--- config.mk ---
export PLATFORM = sky130hd
export DESIGN_NAME = reversible_deque_engine
export DESIGN_NICKNAME = d
export VERILOG_FILES = /design/src/rtl/core/rdq_pkg.sv /design/src/rtl/core/rdq_queue.sv /design/src/rtl/core/rdq_front.sv /design/src/rtl/core/rdq_back.sv /design/src/rtl/core/reversible_deque_engine.sv
export SDC_FILE = /design/constraint.sdc
export NUM_CORES = 2
export LEC_CHECK = 0
export BUFFER_PORTS_ARGS = -buffer_cell sky130_fd_sc_hd__buf_2
export CAP_MARGIN = 30
export CORE_MARGIN = 5
export CORE_UTILIZATION = 45
export DETAILED_ROUTE_END_ITERATION = 12
export PLACE_DENSITY = 0.7
export RECOVER_POWER = 50
export SYNTH_ARGS = -nofsm -noshare
export SYNTH_HDL_FRONTEND = slang
export SYNTH_SLANG_ARGS = --single-unit
export TNS_END_PERCENT = 30
--- constraint.sdc ---
create_clock -name clock -period 9 [get_ports clock]
set_clock_uncertainty 0.2 [all_clocks]
set_input_delay 0.9 -clock clock [delete_from_list [all_inputs] [get_ports clock]]
set_output_delay 0.9 -clock clock [all_outputs]
set_load 0.01 [all_outputs]
--- src/rtl/core/rdq_pkg.sv ---
package rdq_pkg;

   localparam int DEPTH   = 64;
   localparam int WORD_W  = 32;
   localparam int ADDR_W  = $clog2(DEPTH);
   localparam int CNT_W   = $clog2(DEPTH + 1);
   localparam int SUM_W   = ADDR_W + 1;
   localparam int QDEPTH  = 4;
   localparam int QPTR_W  = $clog2(QDEPTH);
   localparam int QCNT_W  = $clog2(QDEPTH + 1);

   typedef logic [ADDR_W-1:0] addr_type;
   typedef logic [CNT_W-1:0]  cnt_type;
   typedef logic [SUM_W-1:0]  sum_type;
   typedef logic [WORD_W-1:0] word_type;

   typedef enum logic [2:0] {
      KIND_CLEAR   = 3'd0,
      KIND_LOAD    = 3'd1,
      KIND_REVERSE = 3'd2,
      KIND_DELETE  = 3'd3,
      KIND_DRAIN   = 3'd4
   } kind_type;

   typedef enum logic [1:0] {
      OP_WRITE = 2'd0,
      OP_ERROR = 2'd1,
      OP_EMPTY = 2'd2,
      OP_DRAIN = 2'd3
   } op_type;

   // work passed from front to back; addr is the write slot or the first read slot
   typedef struct packed {
      op_type   op;
      addr_type addr;
      cnt_type  count;
      logic     rev;
      word_type word;
   } cmd_type;

   function automatic addr_type wrap_pos(sum_type s);
      sum_type r;
      r = (s >= sum_type'(DEPTH)) ? s - sum_type'(DEPTH) : s;
      return r[ADDR_W-1:0];
   endfunction

endpackage

--- src/rtl/core/rdq_queue.sv ---
module rdq_queue (
   input  logic             clock,
   input  logic             reset,
   input  logic             push,
   input  rdq_pkg::cmd_type push_data,
   output logic             full,
   output logic             pop_valid,
   output rdq_pkg::cmd_type pop_data,
   input  logic             pop
);

   rdq_pkg::cmd_type entries_ff [rdq_pkg::QDEPTH];
   logic [rdq_pkg::QPTR_W-1:0] wr_ptr_ff, wr_ptr_in;
   logic [rdq_pkg::QPTR_W-1:0] rd_ptr_ff, rd_ptr_in;
   logic [rdq_pkg::QCNT_W-1:0] fill_ff, fill_in;
   logic do_pop;

   assign full      = (fill_ff == rdq_pkg::QCNT_W'(rdq_pkg::QDEPTH));
   assign pop_valid = (fill_ff != '0);
   assign pop_data  = entries_ff[rd_ptr_ff];
   assign do_pop    = pop && pop_valid;

   always_comb begin
      wr_ptr_in = wr_ptr_ff;
      rd_ptr_in = rd_ptr_ff;
      fill_in   = fill_ff;
      if (push) begin
         wr_ptr_in = (wr_ptr_ff == rdq_pkg::QPTR_W'(rdq_pkg::QDEPTH - 1))
                     ? '0 : wr_ptr_ff + rdq_pkg::QPTR_W'(1);
      end
      if (do_pop) begin
         rd_ptr_in = (rd_ptr_ff == rdq_pkg::QPTR_W'(rdq_pkg::QDEPTH - 1))
                     ? '0 : rd_ptr_ff + rdq_pkg::QPTR_W'(1);
      end
      case ({push, do_pop})
         2'b10:   fill_in = fill_ff + rdq_pkg::QCNT_W'(1);
         2'b01:   fill_in = fill_ff - rdq_pkg::QCNT_W'(1);
         default: fill_in = fill_ff;
      endcase
   end

   always_ff @(posedge clock) begin
      if (reset) begin
         wr_ptr_ff <= '0;
         rd_ptr_ff <= '0;
         fill_ff   <= '0;
      end else begin
         wr_ptr_ff <= wr_ptr_in;
         rd_ptr_ff <= rd_ptr_in;
         fill_ff   <= fill_in;
      end
   end

   always_ff @(posedge clock) begin
      if (push) begin
         entries_ff[wr_ptr_ff] <= push_data;
      end
   end

endmodule

--- src/rtl/core/rdq_front.sv ---
module rdq_front (
   input  logic             clock,
   input  logic             reset,
   input  logic             accept,
   input  logic [2:0]       kind,
   input  logic [31:0]      word,
   output logic             push,
   output rdq_pkg::cmd_type push_data
);

   rdq_pkg::addr_type head_ff, head_in;
   rdq_pkg::cnt_type  count_ff, count_in;
   logic              rev_ff, rev_in;
   logic              failed_ff, failed_in;

   always_comb begin
      head_in   = head_ff;
      count_in  = count_ff;
      rev_in    = rev_ff;
      failed_in = failed_ff;
      push      = 1'b0;
      push_data = '{op: rdq_pkg::OP_WRITE, addr: '0, count: '0, rev: 1'b0,
                    word: rdq_pkg::word_type'(word)};
      if (accept) begin
         case (rdq_pkg::kind_type'(kind))
            rdq_pkg::KIND_CLEAR: begin
               head_in   = '0;
               count_in  = '0;
               rev_in    = 1'b0;
               failed_in = 1'b0;
            end
            rdq_pkg::KIND_LOAD: begin
               // drop the load when the store is full
               if (count_ff != rdq_pkg::cnt_type'(rdq_pkg::DEPTH)) begin
                  push           = 1'b1;
                  push_data.op   = rdq_pkg::OP_WRITE;
                  push_data.addr = rdq_pkg::wrap_pos(rdq_pkg::sum_type'(head_ff)
                                   + rdq_pkg::sum_type'(count_ff));
                  count_in       = count_ff + rdq_pkg::cnt_type'(1);
               end
            end
            rdq_pkg::KIND_REVERSE: begin
               if (!failed_ff) begin
                  rev_in = !rev_ff;
               end
            end
            rdq_pkg::KIND_DELETE: begin
               if (!failed_ff) begin
                  if (count_ff == '0) begin
                     failed_in    = 1'b1;
                     push         = 1'b1;
                     push_data.op = rdq_pkg::OP_ERROR;
                  end else begin
                     if (!rev_ff) begin
                        head_in = rdq_pkg::wrap_pos(rdq_pkg::sum_type'(head_ff)
                                  + rdq_pkg::sum_type'(1));
                     end
                     count_in = count_ff - rdq_pkg::cnt_type'(1);
                  end
               end
            end
            rdq_pkg::KIND_DRAIN: begin
               if (!failed_ff) begin
                  push = 1'b1;
                  if (count_ff == '0) begin
                     push_data.op = rdq_pkg::OP_EMPTY;
                  end else begin
                     push_data.op    = rdq_pkg::OP_DRAIN;
                     push_data.count = count_ff;
                     push_data.rev   = rev_ff;
                     // reversed drain starts at the physical back
                     push_data.addr  = rev_ff
                        ? rdq_pkg::wrap_pos(rdq_pkg::sum_type'(head_ff)
                          + rdq_pkg::sum_type'(count_ff) - rdq_pkg::sum_type'(1))
                        : head_ff;
                     count_in = '0;
                     head_in  = '0;
                  end
               end
            end
            default: begin
               head_in = head_ff;
            end
         endcase
      end
   end

   always_ff @(posedge clock) begin
      if (reset) begin
         head_ff   <= '0;
         count_ff  <= '0;
         rev_ff    <= 1'b0;
         failed_ff <= 1'b0;
      end else begin
         head_ff   <= head_in;
         count_ff  <= count_in;
         rev_ff    <= rev_in;
         failed_ff <= failed_in;
      end
   end

endmodule

--- src/rtl/core/rdq_back.sv ---
module rdq_back (
   input  logic             clock,
   input  logic             reset,
   input  logic             cmd_valid,
   input  rdq_pkg::cmd_type cmd,
   output logic             cmd_pop,
   output logic             rsp_valid,
   input  logic             rsp_stall,
   output logic [31:0]      rsp_value,
   output logic             rsp_last,
   output logic             rsp_error,
   output logic             rsp_empty_list
);

   rdq_pkg::word_type store_ff [rdq_pkg::DEPTH];

   rdq_pkg::cnt_type  remain_ff, remain_in;
   rdq_pkg::addr_type addr_ff, addr_in;
   logic              rev_ff, rev_in;

   logic              rd_valid_ff, rd_valid_in;
   rdq_pkg::word_type rd_word_ff;
   logic              rd_last_ff, rd_error_ff, rd_empty_ff, rd_zero_ff;

   logic              out_valid_ff, out_valid_in;
   rdq_pkg::word_type out_value_ff;
   logic              out_last_ff, out_error_ff, out_empty_ff;

   logic busy, move, stage_free, issue, pop_write, pop_single, pop_drain;

   assign busy       = (remain_ff != '0);
   assign move       = rd_valid_ff && (!out_valid_ff || !rsp_stall);
   assign stage_free = !rd_valid_ff || move;
   assign issue      = busy && stage_free;
   assign cmd_pop    = !busy && cmd_valid && stage_free;
   assign pop_write  = cmd_pop && (cmd.op == rdq_pkg::OP_WRITE);
   assign pop_drain  = cmd_pop && (cmd.op == rdq_pkg::OP_DRAIN);
   assign pop_single = cmd_pop && ((cmd.op == rdq_pkg::OP_ERROR)
                                   || (cmd.op == rdq_pkg::OP_EMPTY));

   always_comb begin
      remain_in = remain_ff;
      addr_in   = addr_ff;
      rev_in    = rev_ff;
      if (issue) begin
         remain_in = remain_ff - rdq_pkg::cnt_type'(1);
         if (rev_ff) begin
            addr_in = (addr_ff == '0) ? rdq_pkg::addr_type'(rdq_pkg::DEPTH - 1)
                                      : addr_ff - rdq_pkg::addr_type'(1);
         end else begin
            addr_in = rdq_pkg::wrap_pos(rdq_pkg::sum_type'(addr_ff)
                                        + rdq_pkg::sum_type'(1));
         end
      end else if (pop_drain) begin
         remain_in = cmd.count;
         addr_in   = cmd.addr;
         rev_in    = cmd.rev;
      end
   end

   assign rd_valid_in  = issue || pop_single || (rd_valid_ff && !move);
   assign out_valid_in = move || (out_valid_ff && rsp_stall);

   always_ff @(posedge clock) begin
      if (reset) begin
         remain_ff    <= '0;
         rd_valid_ff  <= 1'b0;
         out_valid_ff <= 1'b0;
      end else begin
         remain_ff    <= remain_in;
         rd_valid_ff  <= rd_valid_in;
         out_valid_ff <= out_valid_in;
      end
   end

   always_ff @(posedge clock) begin
      addr_ff <= addr_in;
      rev_ff  <= rev_in;
   end

   always_ff @(posedge clock) begin
      if (pop_write) begin
         store_ff[cmd.addr] <= cmd.word;
      end
      if (issue) begin
         rd_word_ff <= store_ff[addr_ff];
      end
   end

   always_ff @(posedge clock) begin
      if (issue) begin
         rd_last_ff  <= (remain_ff == rdq_pkg::cnt_type'(1));
         rd_error_ff <= 1'b0;
         rd_empty_ff <= 1'b0;
         rd_zero_ff  <= 1'b0;
      end else if (pop_single) begin
         rd_last_ff  <= 1'b1;
         rd_error_ff <= (cmd.op == rdq_pkg::OP_ERROR);
         rd_empty_ff <= (cmd.op == rdq_pkg::OP_EMPTY);
         rd_zero_ff  <= 1'b1;
      end
   end

   // advance the read stage into the output register
   always_ff @(posedge clock) begin
      if (move) begin
         out_value_ff <= rd_zero_ff ? '0 : rd_word_ff;
         out_last_ff  <= rd_last_ff;
         out_error_ff <= rd_error_ff;
         out_empty_ff <= rd_empty_ff;
      end
   end

   assign rsp_valid      = out_valid_ff;
   assign rsp_value      = 32'(out_value_ff);
   assign rsp_last       = out_last_ff;
   assign rsp_error      = out_error_ff;
   assign rsp_empty_list = out_empty_ff;

endmodule

--- src/rtl/core/reversible_deque_engine.sv ---
// Bounded deque of 32-bit words with a read-direction flag.
// Request channel (req_valid, req_stall, req_kind, req_word): clear, load,
// reverse, delete or drain. A request is taken on an edge with req_valid high
// and req_stall low. The front updates head, count, direction and the error
// flag in the cycle it takes the request, so one request per cycle is taken
// while the four-entry command queue to the back has room; req_stall rises
// only when that queue is full.
// Response channel (rsp_valid, rsp_stall, rsp_value, rsp_last, rsp_error,
// rsp_empty_list): a drain of N elements gives N responses, one per cycle
// while the receiver takes them, set by the single read port of the store.
// A failed delete or a drain of an empty list gives one response.
// When the back is idle a single response passes the command queue, the read
// stage and output register; a drain first loads the back's address and count.
// While rsp_stall is high the output register holds its response, the
// read stage behind it fills, and then the back and the queue hold too.
// Reset (synchronous) empties the list, clears direction, error flag, queue
// and pipeline; the store itself is not cleared and needs no clearing pass.
module reversible_deque_engine (
   input  logic        clock,
   input  logic        reset,
   input  logic        req_valid,
   output logic        req_stall,
   input  logic [2:0]  req_kind,
   input  logic [31:0] req_word,
   output logic        rsp_valid,
   input  logic        rsp_stall,
   output logic [31:0] rsp_value,
   output logic        rsp_last,
   output logic        rsp_error,
   output logic        rsp_empty_list
);

   logic             q_full, push, q_valid, q_pop, accept;
   rdq_pkg::cmd_type push_data, q_data;

   assign req_stall = q_full;
   assign accept    = req_valid && !q_full;

   rdq_front u_front (
      .clock     (clock),
      .reset     (reset),
      .accept    (accept),
      .kind      (req_kind),
      .word      (req_word),
      .push      (push),
      .push_data (push_data)
   );

   rdq_queue u_queue (
      .clock     (clock),
      .reset     (reset),
      .push      (push),
      .push_data (push_data),
      .full      (q_full),
      .pop_valid (q_valid),
      .pop_data  (q_data),
      .pop       (q_pop)
   );

   rdq_back u_back (
      .clock          (clock),
      .reset          (reset),
      .cmd_valid      (q_valid),
      .cmd            (q_data),
      .cmd_pop        (q_pop),
      .rsp_valid      (rsp_valid),
      .rsp_stall      (rsp_stall),
      .rsp_value      (rsp_value),
      .rsp_last       (rsp_last),
      .rsp_error      (rsp_error),
      .rsp_empty_list (rsp_empty_list)
   );

endmodule

==> flow_summary.json <==
{
  "switching_share": 0.327,
  "die_area_um2": 210000,
  "end_kind": "flip-flop",
  "gr-total-overflow": 0,
  "clkPwrFrac": 0.298,
  "powerDensity_nw_per_um2": 306,
  "synth_common_cells": "edfxtp_1 (2315), mux4_2 (482), mux2i_1 (183)",
  "cp_slowest_stage_delay_ns": 3.10,
  "clk_path_buf_depth": 3,
  "ys_types": 81,
  "post-dp-hpwl_mm": 147,
  "mappedNetlistNets": 4326,
  "ir_worst_vdd_v": 0.000332,
  "cts_hold_buf": 5,
  "p_leak_uw": 0.0319,
  "grt_setup_unrepaired": "no",
  "drt_iter0_drc": 7642,
  "ys_seq_elements": 2351,
  "finalSetupTns_ns": 0,
  "worstPathBufferInverterCount": 2,
  "cp_slowest_cell": "clkbuf_1",
  "p_int_uw": 21200,
  "fp.dieH_um": 459,
  "cts_sinks": 2351,
  "yosysMostFrequentCell": "edfxtp_1",
  "avgSynthCellArea_um2": 21.3,
  "drive_above_1_share": 0.223,
  "cts-root-buf": "clkbuf_16",
  "yosysTopAreaCellShare": 0.768,
  "io_pins": 76,
  "clk_pin_slew_ns": 0.06,
  "num_vias": 45952,
  "cp_top_family": "buffers and inverters",
  "gp_congestion": 0.900,
  "track_usage": 0.229,
  "path_cells": "buf_4 -> mux4_4 -> clkbuf_1",
  "cts_setup_buffers": 0,
  "p_seq_frac": 0.413,
  "holdWs_ns": 0.117,
  "synth.yosys.seq_area_share": 0.775,
  "drc": 0,
  "fill_cells": 15181,
  "synth-edff-count": 2315,
  "p_sw_uw": 10300,
  "post_drt_wl_per_cell_um": 33.4,
  "grt_pass1_vias": 44339,
  "power_frac_comb": 0.289,
  "netlist_area_um2": 90600,
  "synth_warnings": 0,
  "min_period_ns": 6.30,
  "core-area_um2": 200000,
  "async_reset_ff_frac": 0,
  "min_period_over_period": 0.700,
  "hold_viol_final": 0,
  "clk_latency_ns": 0.88,
  "cts-resized-gates": 0,
  "vias_per_cell": 6.26,
  "antenna_found_initial": 24,
  "register_area_um2": 70200,
  "critical_path_class": "flip-flop to flip-flop",
  "syn_inst": 4257,
  "nets": 4556,
  "grt_pass1_wl_mm": 340,
  "max_freq_mhz": 159,
  "drt-total-wl_mm": 245,
  "cts_tree": "built",
  "cts_made_buffers": 221,
  "hold_path_class": "input pin to flip-flop",
  "cp_max_fo": 64,
  "violations": "max-capacitance violations, max-slew violations",
  "outcome": "finished, violations left",
  "required_ns": 8.78,
  "drv_slew": 2060,
  "portBuffers": 75,
  "clock_tree.htree_level_count": 4,
  "synthFlopType": "edfxtp_1",
  "dr.pass1.iters": 6,
  "tightest_slew_ns": 4.56,
  "rows": 164,
  "arrival_ns": 6.07,
  "initial_core_util": 0.453,
  "cp-start-kind": "flip-flop",
  "setup_viol": 0,
  "multi_input_area_um2": 19400,
  "synthTopCellsByArea": "edfxtp_1 (77%), mux4_2 (12%), mux2i_1 (2.0%), dfxtp_1 (0.80%), a22oi_1 (0.73%)",
  "slew_headroom": -2.04,
  "areaGrowthSynthToFinish_pct": 13.6,
  "grt_max_degree": 122,
  "die_width_um": 459,
  "ant_nets": 0,
  "yosysTopAreaCell": "edfxtp_1",
  "cap_violations": 36
}
worst register-to-register path, cell delays in order (launching register included):
cell and delay [ns]:
dfxtp_1 0.71, buf_4 0.75, mux4_4 0.51, clkbuf_1 3.10
metrics by stage:
step | power [uW] | cell area (um2) | utilization | std cells | setup WS (ns)
final | 31500 | 103000 | 0.514 | 7338 | 2.70
after global routing | 32200 | 103000 | 0.514 | 7332 | 2.48
after CTS | 31400 | 103000 | 0.515 | 7316 | 3.74
after detailed placement | 22100 | 95600 | 0.478 | 6901 | 3.75
after global placement | 22000 | 94200 | 0.471 | 6839 | 3.71
after floorplan | 18400 | 90600 | - | 4257 | 4.80
power groups by stage:
stage                     Clock [uW]  Sequential (uW)  Combinational [uW]
after CTS                       9460            12900                9010
after global routing            9930            13000                9320
after global placement             0            13200                8840
after detailed placement           0            13200                8960
final                           9360            13000                9100
after floorplan                    0            13000                5390
state kept, by name, summed over array words and instances (netlist names), 2 cells and up, named ones only:
register	count
u_queue.wr_ptr_ff	2
u_queue.rd_ptr_ff	2
u_queue.fill_ff	3
u_back.rd_word_ff	32
u_front.count_ff	7
u_back.addr_ff	6
u_back.rsp_value	32
u_queue.entries_ff	192
u_back.remain_ff	7
u_front.head_ff	6
u_back.store_ff	2048
placed cells by master (no fill, tap or decap), types with 65 or more instances in the layout:
| cell | count |
|---|---|
| edfxtp_1 | 2315 |
| mux4_2 | 475 |
| clkbuf_16 | 225 |
| mux2i_1 | 183 |
| clkbuf_1 | 134 |
| a21oi_1 | 102 |
| nand2_1 | 95 |
| a22oi_1 | 88 |
| nor2_1 | 77 |
| nor2_4 | 65 |
layout make-up:
| class | instances | share of cell area |
|---|---|---|
| clock buffer | 269 | 0.0564 |
| tap | 2656 | 0.0323 |
| antenna | 8 | 0.000195 |
| clock inverter | 141 | 0.0144 |
| timing repair buffer | 233 | 0.0237 |
| sequential | 2351 | 0.683 |
| multi-input combinational | 1654 | 0.189 |
| inverter | 26 | 0.000949 |
cell families (layout without fill, tap and decap cells):
kind of cell             after synthesis  in the layout  synth area share
flip-flops                          2351           2351             0.775
multiplexers                         679            679             0.142
AO/OA/AOI/OAI                        499            499            0.0380
AND/OR/NAND/NOR                      426            426            0.0232
buffers and inverters                252            669            0.0152
adder cells (fa/ha/maj)               30             30           0.00439
XOR/XNOR                              20             20           0.00193
other                                  0              8                 0
path summary, 6_finish.rpt:
path / startpoint / to / slack, ns / cells past startpoint
worst max register to register: flip-flop / u_back.store_ff[50][10]$_DFFE_PP_ / 2.70 / 3
worst min register to register: u_back.remain_ff[5]$_SDFFE_PP0P_ / u_back.remain_ff[5]$_SDFFE_PP0P_ / 0.26 / 2
worst max-delay path: flip-flop / u_back.store_ff[50][10]$_DFFE_PP_ / 2.70 / 3
worst min-delay path: req_word[0] / u_queue.entries_ff[2][0]$_DFFE_PP_ / 0.12 / 1
routing by layer:
layer  global-route usage  up-vias  wire length (um)
met5                    0        -                86
li1                     -    18356                 -
met4                0.114       16             15100
met1                0.311    23900             89100
met2                0.349     3096            112000
met3               0.0553      584             28500
Power figures use the tool's default switching activity.
